File: src/stlru_pkg.sv
// shared types and constants for the station table with lru replacement
`default_nettype none

package stlru_pkg;

    localparam int TABLE_DEPTH = 16;
    localparam int IDX_W       = (TABLE_DEPTH > 1) ? $clog2(TABLE_DEPTH) : 1;
    localparam int CNT_W       = $clog2(TABLE_DEPTH + 1);

    localparam int ADDR_W  = 48;
    localparam int IP_W    = 32;
    localparam int TIME_W  = 64;
    localparam int REPLY_W = 32;

    localparam int STATUS_W = 2;
    localparam int SLOT_W   = 4;
    localparam int OCC_W    = 5;

    localparam logic [STATUS_W-1:0] ST_UPDATED  = 2'd0;
    localparam logic [STATUS_W-1:0] ST_INSERTED = 2'd1;
    localparam logic [STATUS_W-1:0] ST_REJECTED = 2'd2;

    localparam logic [7:0] MCAST_FIRST_OCTET = 8'd224;

    typedef struct packed {
        logic [ADDR_W-1:0]  addr;
        logic [IP_W-1:0]    ip;
        logic [TIME_W-1:0]  last_seen;
        logic [REPLY_W-1:0] replies;
    } entry_t;

    typedef struct packed {
        logic             en;
        logic [IDX_W-1:0] idx;
        entry_t           data;
    } wr_t;

    typedef struct packed {
        logic [STATUS_W-1:0] status;
        logic [SLOT_W-1:0]   slot;
        logic                evicted;
        logic [REPLY_W-1:0]  reply_total;
        logic [OCC_W-1:0]    occupancy;
    } result_t;

endpackage

`default_nettype wire

File: src/stlru_table.sv
// station table storage: per-entry valid bits and entry registers, one read and one write port
`default_nettype none

module stlru_table
    import stlru_pkg::*;
(
    input  wire logic             aclk,
    input  wire logic             aresetn,
    input  wire logic [IDX_W-1:0] rd_idx,
    output entry_t                rd_entry,
    output logic                  rd_valid,
    input  wire wr_t              wr
);

    logic [TABLE_DEPTH-1:0] valid_reg;
    entry_t                 entry_reg [TABLE_DEPTH];

    always_ff @(posedge aclk) begin
        if (!aresetn) begin
            valid_reg <= '0;
        end else if (wr.en) begin
            valid_reg[wr.idx] <= 1'b1;
        end
    end

    // payload needs no reset, an invalid entry is never used
    always_ff @(posedge aclk) begin
        if (wr.en) begin
            entry_reg[wr.idx] <= wr.data;
        end
    end

    assign rd_entry = entry_reg[rd_idx];
    assign rd_valid = valid_reg[rd_idx];

endmodule

`default_nettype wire

File: src/stlru_seq.sv
// sequencer: filter check, one-entry-per-cycle table scan with a shared compare, commit
`default_nettype none

module stlru_seq
    import stlru_pkg::*;
(
    input  wire logic                aclk,
    input  wire logic                aresetn,
    input  wire logic                start,
    output logic                     idle,
    input  wire logic [ADDR_W-1:0]   in_addr,
    input  wire logic [IP_W-1:0]     in_ip,
    input  wire logic [TIME_W-1:0]   in_now,
    input  wire logic [ADDR_W-1:0]   local_identity,
    input  wire logic                out_free,
    output logic                     res_valid,
    output result_t                  res,
    output logic [IDX_W-1:0]         rd_idx,
    input  wire entry_t              rd_entry,
    input  wire logic                rd_valid,
    output wr_t                      wr
);

    typedef enum logic [1:0] {
        S_IDLE,
        S_CHECK,
        S_SCAN,
        S_COMMIT
    } state_t;

    localparam logic [IDX_W-1:0] LAST_IDX = IDX_W'(TABLE_DEPTH - 1);
    localparam logic [CNT_W-1:0] FULL_CNT = CNT_W'(TABLE_DEPTH);

    state_t             state_reg;
    logic [ADDR_W-1:0]  addr_reg;
    logic [IP_W-1:0]    ip_reg;
    logic [TIME_W-1:0]  now_reg;
    logic [IDX_W-1:0]   idx_reg;
    logic               reject_reg;
    logic               hit_reg;
    logic               free_found_reg;
    logic [IDX_W-1:0]   free_idx_reg;
    logic [IDX_W-1:0]   min_idx_reg;
    logic [TIME_W-1:0]  min_last_reg;
    logic [IDX_W-1:0]   hit_idx_reg;
    logic [REPLY_W-1:0] hit_replies_reg;
    logic [CNT_W-1:0]   count_reg;

    logic               unicast;
    logic               group_ok;
    logic               older;
    logic [TIME_W-1:0]  cmp_a;
    logic [TIME_W-1:0]  cmp_b;
    logic               drop;
    logic [IDX_W-1:0]   ins_idx;
    logic [CNT_W-1:0]   count_next;
    logic [REPLY_W-1:0] replies_next;

    assign unicast = (ip_reg != '0) && (ip_reg != '1) && (ip_reg[31:24] != 8'd0)
                   && (ip_reg[31:24] < MCAST_FIRST_OCTET);
    assign group_ok = (addr_reg[39:24] == local_identity[39:24]);

    // shared 64-bit less-than: last-seen vs running minimum while scanning,
    // then now vs last-seen of the hit entry at commit
    always_comb begin
        if (state_reg == S_SCAN) begin
            cmp_a = rd_entry.last_seen;
            cmp_b = min_last_reg;
        end else begin
            cmp_a = now_reg;
            cmp_b = min_last_reg;
        end
    end
    assign older = (cmp_a < cmp_b);

    assign drop         = reject_reg || (hit_reg && older);
    assign ins_idx      = free_found_reg ? free_idx_reg : min_idx_reg;
    assign count_next   = (count_reg < FULL_CNT) ? count_reg + 1'b1 : count_reg;
    assign replies_next = (hit_replies_reg == '1) ? hit_replies_reg
                                                  : hit_replies_reg + 1'b1;

    assign idle      = (state_reg == S_IDLE);
    assign rd_idx    = idx_reg;
    assign res_valid = (state_reg == S_COMMIT) && out_free;

    always_comb begin
        res            = '0;
        wr             = '0;
        wr.data.addr   = addr_reg;
        wr.data.ip     = ip_reg;
        wr.data.last_seen = now_reg;
        wr.data.replies   = replies_next;
        wr.idx         = hit_idx_reg;
        res.occupancy  = OCC_W'(count_reg);
        if (drop) begin
            res.status = ST_REJECTED;
        end else if (hit_reg) begin
            res.status      = ST_UPDATED;
            res.slot        = SLOT_W'(hit_idx_reg);
            res.reply_total = replies_next;
            wr.en           = res_valid;
        end else begin
            res.status      = ST_INSERTED;
            res.slot        = SLOT_W'(ins_idx);
            res.evicted     = !free_found_reg;
            res.reply_total = REPLY_W'(1);
            res.occupancy   = OCC_W'(count_next);
            wr.idx          = ins_idx;
            wr.data.replies = REPLY_W'(1);
            wr.en           = res_valid;
        end
    end

    always_ff @(posedge aclk) begin
        if (!aresetn) begin
            state_reg <= S_IDLE;
            count_reg <= '0;
        end else begin
            case (state_reg)
                S_IDLE: begin
                    if (start) begin
                        addr_reg  <= in_addr;
                        ip_reg    <= in_ip;
                        now_reg   <= in_now;
                        state_reg <= S_CHECK;
                    end
                end
                S_CHECK: begin
                    reject_reg     <= !(unicast && group_ok);
                    hit_reg        <= 1'b0;
                    free_found_reg <= 1'b0;
                    idx_reg        <= '0;
                    state_reg      <= (unicast && group_ok) ? S_SCAN : S_COMMIT;
                end
                S_SCAN: begin
                    if (rd_valid && (rd_entry.addr == addr_reg)) begin
                        hit_reg         <= 1'b1;
                        hit_idx_reg     <= idx_reg;
                        hit_replies_reg <= rd_entry.replies;
                        min_last_reg    <= rd_entry.last_seen;
                        state_reg       <= S_COMMIT;
                    end else begin
                        if (!rd_valid && !free_found_reg) begin
                            free_found_reg <= 1'b1;
                            free_idx_reg   <= idx_reg;
                        end
                        // strict less keeps the lowest index on ties
                        if ((idx_reg == '0) || older) begin
                            min_last_reg <= rd_entry.last_seen;
                            min_idx_reg  <= idx_reg;
                        end
                        if (idx_reg == LAST_IDX) begin
                            state_reg <= S_COMMIT;
                        end
                        idx_reg <= idx_reg + 1'b1;
                    end
                end
                S_COMMIT: begin
                    if (out_free) begin
                        if (!drop && !hit_reg) begin
                            count_reg <= count_next;
                        end
                        state_reg <= S_IDLE;
                    end
                end
                default: begin
                    state_reg <= S_IDLE;
                end
            endcase
        end
    end

endmodule

`default_nettype wire

File: src/station_table_lru_update_core.sv
// top level: stream ports, identity register, output register, sequencer and table
`default_nettype none

// channel   dir  handshake              payload
// s_        in   s_tvalid / s_tready    s_tdata: station_address, source_ip, now_ms
// m_        out  m_tvalid / m_tready    m_tdata: status, slot, evicted, reply_total, occupancy
// cfg_      in   cfg_valid / cfg_ready  cfg_data: local_identity
//
// a reply that is filtered out goes from the check step straight to the commit step; otherwise
// the check step is followed by a scan of one table entry per cycle through the shared compare
// (up to 16), then the commit step. input is taken only while the sequencer is idle.
// a result waits in the output register; the next reply is accepted meanwhile,
// and its commit stalls only while the previous result is still not taken.
// reset clears valid bits, occupancy, identity and the handshakes; no clearing pass.

module station_table_lru_update_core
    import stlru_pkg::*;
(
    input  wire logic         aclk,
    input  wire logic         aresetn,
    input  wire logic         s_tvalid,
    output logic              s_tready,
    input  wire logic [143:0] s_tdata,   // station_address[47:0], source_ip[79:48], now_ms[143:80]
    output logic              m_tvalid,
    input  wire logic         m_tready,
    output logic [47:0]       m_tdata,   // status[1:0], slot[5:2], evicted[6],
                                         // reply_total[38:7], occupancy[43:39], zero[47:44]
    input  wire logic         cfg_valid,
    output logic              cfg_ready,
    input  wire logic [47:0]  cfg_data   // local_identity[47:0]
);

    logic [ADDR_W-1:0] identity_reg;
    logic              m_tvalid_reg;
    result_t           m_result_reg;

    logic              idle;
    logic              out_free;
    logic              res_valid;
    result_t           res;
    logic [IDX_W-1:0]  rd_idx;
    entry_t            rd_entry;
    logic              rd_valid;
    wr_t               wr;

    assign cfg_ready = 1'b1;
    assign s_tready  = idle;
    assign out_free  = !m_tvalid_reg || m_tready;

    always_ff @(posedge aclk) begin
        if (!aresetn) begin
            identity_reg <= '0;
        end else if (cfg_valid) begin
            identity_reg <= cfg_data;
        end
    end

    always_ff @(posedge aclk) begin
        if (!aresetn) begin
            m_tvalid_reg <= 1'b0;
        end else if (out_free) begin
            m_tvalid_reg <= res_valid;
        end
    end

    always_ff @(posedge aclk) begin
        if (res_valid) begin
            m_result_reg <= res;
        end
    end

    assign m_tvalid = m_tvalid_reg;
    assign m_tdata  = {4'b0000, m_result_reg.occupancy, m_result_reg.reply_total,
                       m_result_reg.evicted, m_result_reg.slot, m_result_reg.status};

    stlru_seq u_seq (
        .aclk           (aclk),
        .aresetn        (aresetn),
        .start          (s_tvalid && s_tready),
        .idle           (idle),
        .in_addr        (s_tdata[47:0]),
        .in_ip          (s_tdata[79:48]),
        .in_now         (s_tdata[143:80]),
        .local_identity (identity_reg),
        .out_free       (out_free),
        .res_valid      (res_valid),
        .res            (res),
        .rd_idx         (rd_idx),
        .rd_entry       (rd_entry),
        .rd_valid       (rd_valid),
        .wr             (wr)
    );

    stlru_table u_table (
        .aclk     (aclk),
        .aresetn  (aresetn),
        .rd_idx   (rd_idx),
        .rd_entry (rd_entry),
        .rd_valid (rd_valid),
        .wr       (wr)
    );

endmodule

`default_nettype wire
File: config.mk
export PLATFORM = sky130hd
export DESIGN_NAME = station_table_lru_update_core
export DESIGN_NICKNAME = d
export VERILOG_FILES = /design/src/stlru_pkg.sv /design/src/stlru_table.sv /design/src/stlru_seq.sv /design/src/station_table_lru_update_core.sv
export SDC_FILE = /design/constraint.sdc
export NUM_CORES = 2
export LEC_CHECK = 0
export ABC_AREA = 0
export BUFFER_PORTS_ARGS = -buffer_cell sky130_fd_sc_hd__buf_2
export CORE_UTILIZATION = 37
export CTS_CLUSTER_SIZE = 8
export DETAILED_ROUTE_END_ITERATION = 10
export PLACE_DENSITY = 0.55
export SYNTH_ARGS = -nofsm -noshare
export SYNTH_HDL_FRONTEND = slang
export SYNTH_SLANG_ARGS = --single-unit
File: constraint.sdc
create_clock -name aclk -period 30.6 [get_ports aclk]
set_input_delay 1.53 -clock aclk [delete_from_list [all_inputs] [get_ports aclk]]
set_output_delay 1.53 -clock aclk [all_outputs]
set_load 0.02 [all_outputs]
Word-level counts from Yosys, hierarchy flattened. Memory sizes are Yosys's and may differ from the RTL's. A register that Yosys moved wholly into a read port is not among the register bits. Cells that the tools add are included. Widths: inputs -> output; s select.

Memories kept: 1. Bits of input ports: 197. Word-level logic and storage cells: 119. RAM bits: 2816. Output and inout bits: 51. Register bits after elaboration: 367.

Add/sub/neg operators: 3. Mux-type cells: 33. Magnitude comparators: 6. Reductions and logical operators: 38. Eq/ne operators: 14. Bitwise logic cells: 2.

Memories: u_table.entry_reg (depth 16, width 176, rd ports 1, clocked after memory_dff 1, write ports 1, line stlru_table.sv:16) `entry_t entry_reg [TABLE_DEPTH];`.

Operators with widths (number): $mux 64 (3); $mux 32 (3); $lt 64x64->1 (1); $eq 48x48->1 (1); $add 32x1->32 const B (1); $eq 32x32->1 const B (1); $ne 32x32->1 const B (1); $reduce_bool 32->1 (1); $mux 5 (5); $reduce_and 3->1 (7); $eq 16x16->1 (1); $mux 4 (4); $or 16x16->16 (1); $reduce_and 4->1 (3); $logic_and 1x1->1 (11); $lt 4x5->1 const B (2); $lt 8x8->1 const B (1); $mux 1 (8); $mux 2 (4); $pmux 2 s4 (1); $pmux 4 s2 (1); $reduce_bool 8->1 (1); $logic_not 1->1 (6); $ne 2x2->1 const B (3); other kinds (19) (25).

Logic depth before layout (Yosys ltp).
Word-level depth: 11. Gate-level depth with buffers: 23. Mapped depth without buffers: 14.

Hierarchy. Synthesis repeated with hierarchy kept, for this count alone.

Cells, all modules: 5644. Area, all modules: 121952.0 µm².

Modules (own cells, without submodules): stlru_table (times used 1, seq. area each 84881.4 µm², area each 106098.0 µm², cells each 4499); stlru_seq (times used 1, seq. area each 7917.6 µm², area each 12599.6 µm², cells each 934); station_table_lru_update_core (times used 1, seq. area each 2302.2 µm², area each 3254.4 µm², cells each 211).

Worst setup path after synthesis. OpenSTA, ideal clock, no wires.

Path kind: flip-flop to flip-flop. Start point: register (tool-made name). End point: memory u_table.entry_reg[11][0] in the netlist's numbering (enable). Stages on the path, launching flop included: 21. Required time: 29.597 ns. Slack: 10.603 ns. Data arrival time: 18.993 ns. Period minus slack after synthesis: 19.997 ns. Setup time: 1.003 ns. Path through: dfxtp_1 > buf_6 > buf_6 > buf_4 > buf_4 > buf_2 > buf_2 > buf_1 > mux4_2 > mux4_2 > mux2_2 > ha_1 > nand2_1 > or3_1 > or4_1 > nor4_1 > nand2_1 > nor3_1 > a2111oi_0 > o311a_1 > nor4_1.

RTL lines (line): end, declared (stlru_table.sv:16).

==> results.yml <==
worst_setup_path:
  start_kind: "flop"
  cp_slowest_cell: "buf_4"
  crit_fanout: 89
  cp.required_ns: 31.09
  cp.buffers_inverters: 4
  cp_top_family: "simple AND/OR/NAND/NOR gates"
  cp_cell_sequence: "buf_4 > buf_12 > mux4_2 > mux4_2 > mux2_2 > ha_1 > nand3_1 > or3_1 > or4_1 > nor4_1 > nand2_1 > nor3_1 > a2111oi_0 > o311a_1 > or4_1 > nor2_4 > buf_12 > buf_4"
  max_stage_delay_ns: 0.92
  end_kind: "flop"
  crit_type: "flop to flop"
  critPathArrivalTime_ns: 10.44
detailed_routing:
  ant_nets: 0
  firstDrtPassIters: 5
  post_drt_wl_per_cell_um: 28.7
  routed_wl_mm: 258
  remaining_drc_errors: 0
  vias_per_cell: 5.47
  first_iter_violations: 4596
  vias: 49100
grt:
  antenna_found_initial: 12
  grt_pass1_vias: 51300
  grt_pass1_wl_mm: 369
  grt_max_degree: 148
  grt_util_all_layers: 0.183
  grt_overflow: 0
run:
  cap_violations: 0
sta:
  clock.fmax_mhz: 100
  slew_headroom: 0.130
  setup_viol: 0
  tns_ns: 0
  layout_min_cycle_time_ns: 9.95
  hold_violations: 0
  clock_skew_ns: 0.0486
  finalCritPeriodShare: 0.325
  rsz0062_at_grt: "no"
  timing.hold.ws_ns: 0.452
  worstMarginPinSlew_ns: 1.30
  drv_slew: 0
floorplanning:
  core-area_sq_um: 275000
  io_pins: 248
  dieWidth_um: 529
  initial_utilization: 0.373
  die_h_um: 529
  rows: 192
  die_area_sq_um: 279000
finish:
  final_nets: 5446
  stdcell_count: 8972
  final_area_sq_um: 118000
  largest_reg_flops: 2304
  final_common_cell: "edfxtp_1"
  syn_to_final_growth_pct: 15.3
  final_cell_mix: "2583 x edfxtp_1, 618 x mux4_2, 374 x clkbuf_16, 186 x buf_2, 143 x mux2i_1"
  drive_gt1_frac: 0.271
synth:
  ys_ff_latch: 2627
  synthTopCellsByArea: "edfxtp_1 76%, mux4_2 14%, mux2i_1 1.4%"
  synth.yosys.seq_area_share: 0.764
  synth_mux_area_frac: 0.159
  synth_edf_count: 2583
  synth_top_family_by_area: "multiplexers"
  synth_top_area_cell: "edfxtp_1"
  syn_area_sq_um: 103000
  synth_cells: 4742
  synth_xor_area_frac: 0.00785
  synth-compound-area-share: 0.0191
  synth_ff_type: "edfxtp_1"
  ys_warn_count: 0
  yosysUniqueCellTypes: 88
  async_flop_share: 0
  synth-adder-area-share: 0.00866
  avgSynthCellArea_sq_um: 21.6
  synth_top_area_share: 0.756
  yosys.area_share.simple: 0.0263
cts:
  path_clk_slew_ns: 0.05
  cts_tree: "built"
  cts_hold_buf: 0
  clockBufferDepth: 4
  cts_num_sinks: 2627
  cts_root_buf: "clkbuf_16"
  htreeDepth: 5
  clkLatencyLatePin_ns: 0.92
  post_cts_resized: 0
  cts_setup_buffers: 0
  cts_buffers: 368
placed_design:
  place.gp.congestion: 0.766
  hpwl_mm: 131
  dpl_cell_area_sq_um: 108000
  io_buffers: 186
  place_inst: 8494
power:
  p_per_area_nw_per_um2: 81.9
  power.leakage_nw: 35.6
  total_power_mw: 9.68
  peakVddDrop_mv: 0.0626
run_status:
  run_status: "complete, no violations"
min_path:
  hold_path.startpoint: "u_table.valid_reg[7]$_SDFFE_PN0P_"
  hold_class: "flop to flop"
-- kinds of logic (layout without fill, tap and decap cells) --
family | count (synthesis) | in the layout
buf+inv | 308 | 845
mux | 836 | 836
simple gates | 531 | 531
compound gates | 275 | 275
other cells | 2 | 9
xor+xnor | 92 | 92
flops | 2627 | 2627
fa+ha+maj | 71 | 71
-- worst reg2reg max path, delay by kind of cell (launching register included) --
kind	cells	cell delay, ns
compound gates	2	0.46
fa+ha+maj	1	0.30
buf+inv	4	3.16
flops	1	0.62
mux	3	1.46
simple gates	8	3.52
-- Yosys cell counts, types with 23 or more instances --
cell,n
o21ai_0,46
nand2_1,116
dfxtp_1,44
a22oi_1,24
mux2_2,67
buf_2,70
nor2_1,136
nand4_1,38
nor3_1,31
nand3_1,41
xor2_1,48
xnor2_1,44
clkbuf_1,103
edfxtp_1,2583
mux2i_1,143
inv_1,81
mux4_2,618
a21oi_1,51
and3_1,28
ha_1,71
nor4_1,23
nor2b_1,35
-- cell type report --
type	instances	area (sq um)
diodes	4	10.0
flip-flops and latches	2627	78500
inverters	83	319
clock inverters	27	515
repair buffers	288	1920
fillers	23700	157000
clock buffers	447	9630
multi-input cells	1810	22800
well taps	3686	4610
-- final timing paths --
kind / depth (start not counted) / to / slack (ns)
setup reg to reg: 18 / u_table.entry_reg[13][49]$_DFFE_PP_ / 20.65
hold reg to reg: 2 / u_table.valid_reg[7]$_SDFFE_PN0P_ / 0.45
hold / removal: 2 / u_table.valid_reg[7]$_SDFFE_PN0P_ / 0.45
setup / recovery: 18 / u_table.entry_reg[13][49]$_DFFE_PP_ / 20.65
-- through the flow --
| step | worst slack (ns) | utilization |
|---|---|---|
| 5_1_grt | 20.20 | 0.430 |
| 3_5_place_dp | 20.41 | 0.393 |
| 3_3_place_gp | 20.46 | 0.393 |
| 4_1_cts | 20.37 | 0.430 |
| 2_1_floorplan | 10.60 | - |
| 6_report | 20.65 | 0.430 |
-- power breakdown --
| group | internal, mW | total [mW] | switching, mW |
|---|---|---|---|
| logic | 0.842 | 1.86 | 1.02 |
| registers | 4.05 | 4.17 | 0.115 |
| clock network | 2.21 | 3.66 | 1.45 |
-- routing by layer --
layer	global-route usage	wire length (um)
met1	0.250	111000
met2	0.303	127000
met3	0.0273	14100
met4	0.0536	6400
met5	0	0
Power figures use the tool's default switching activity.
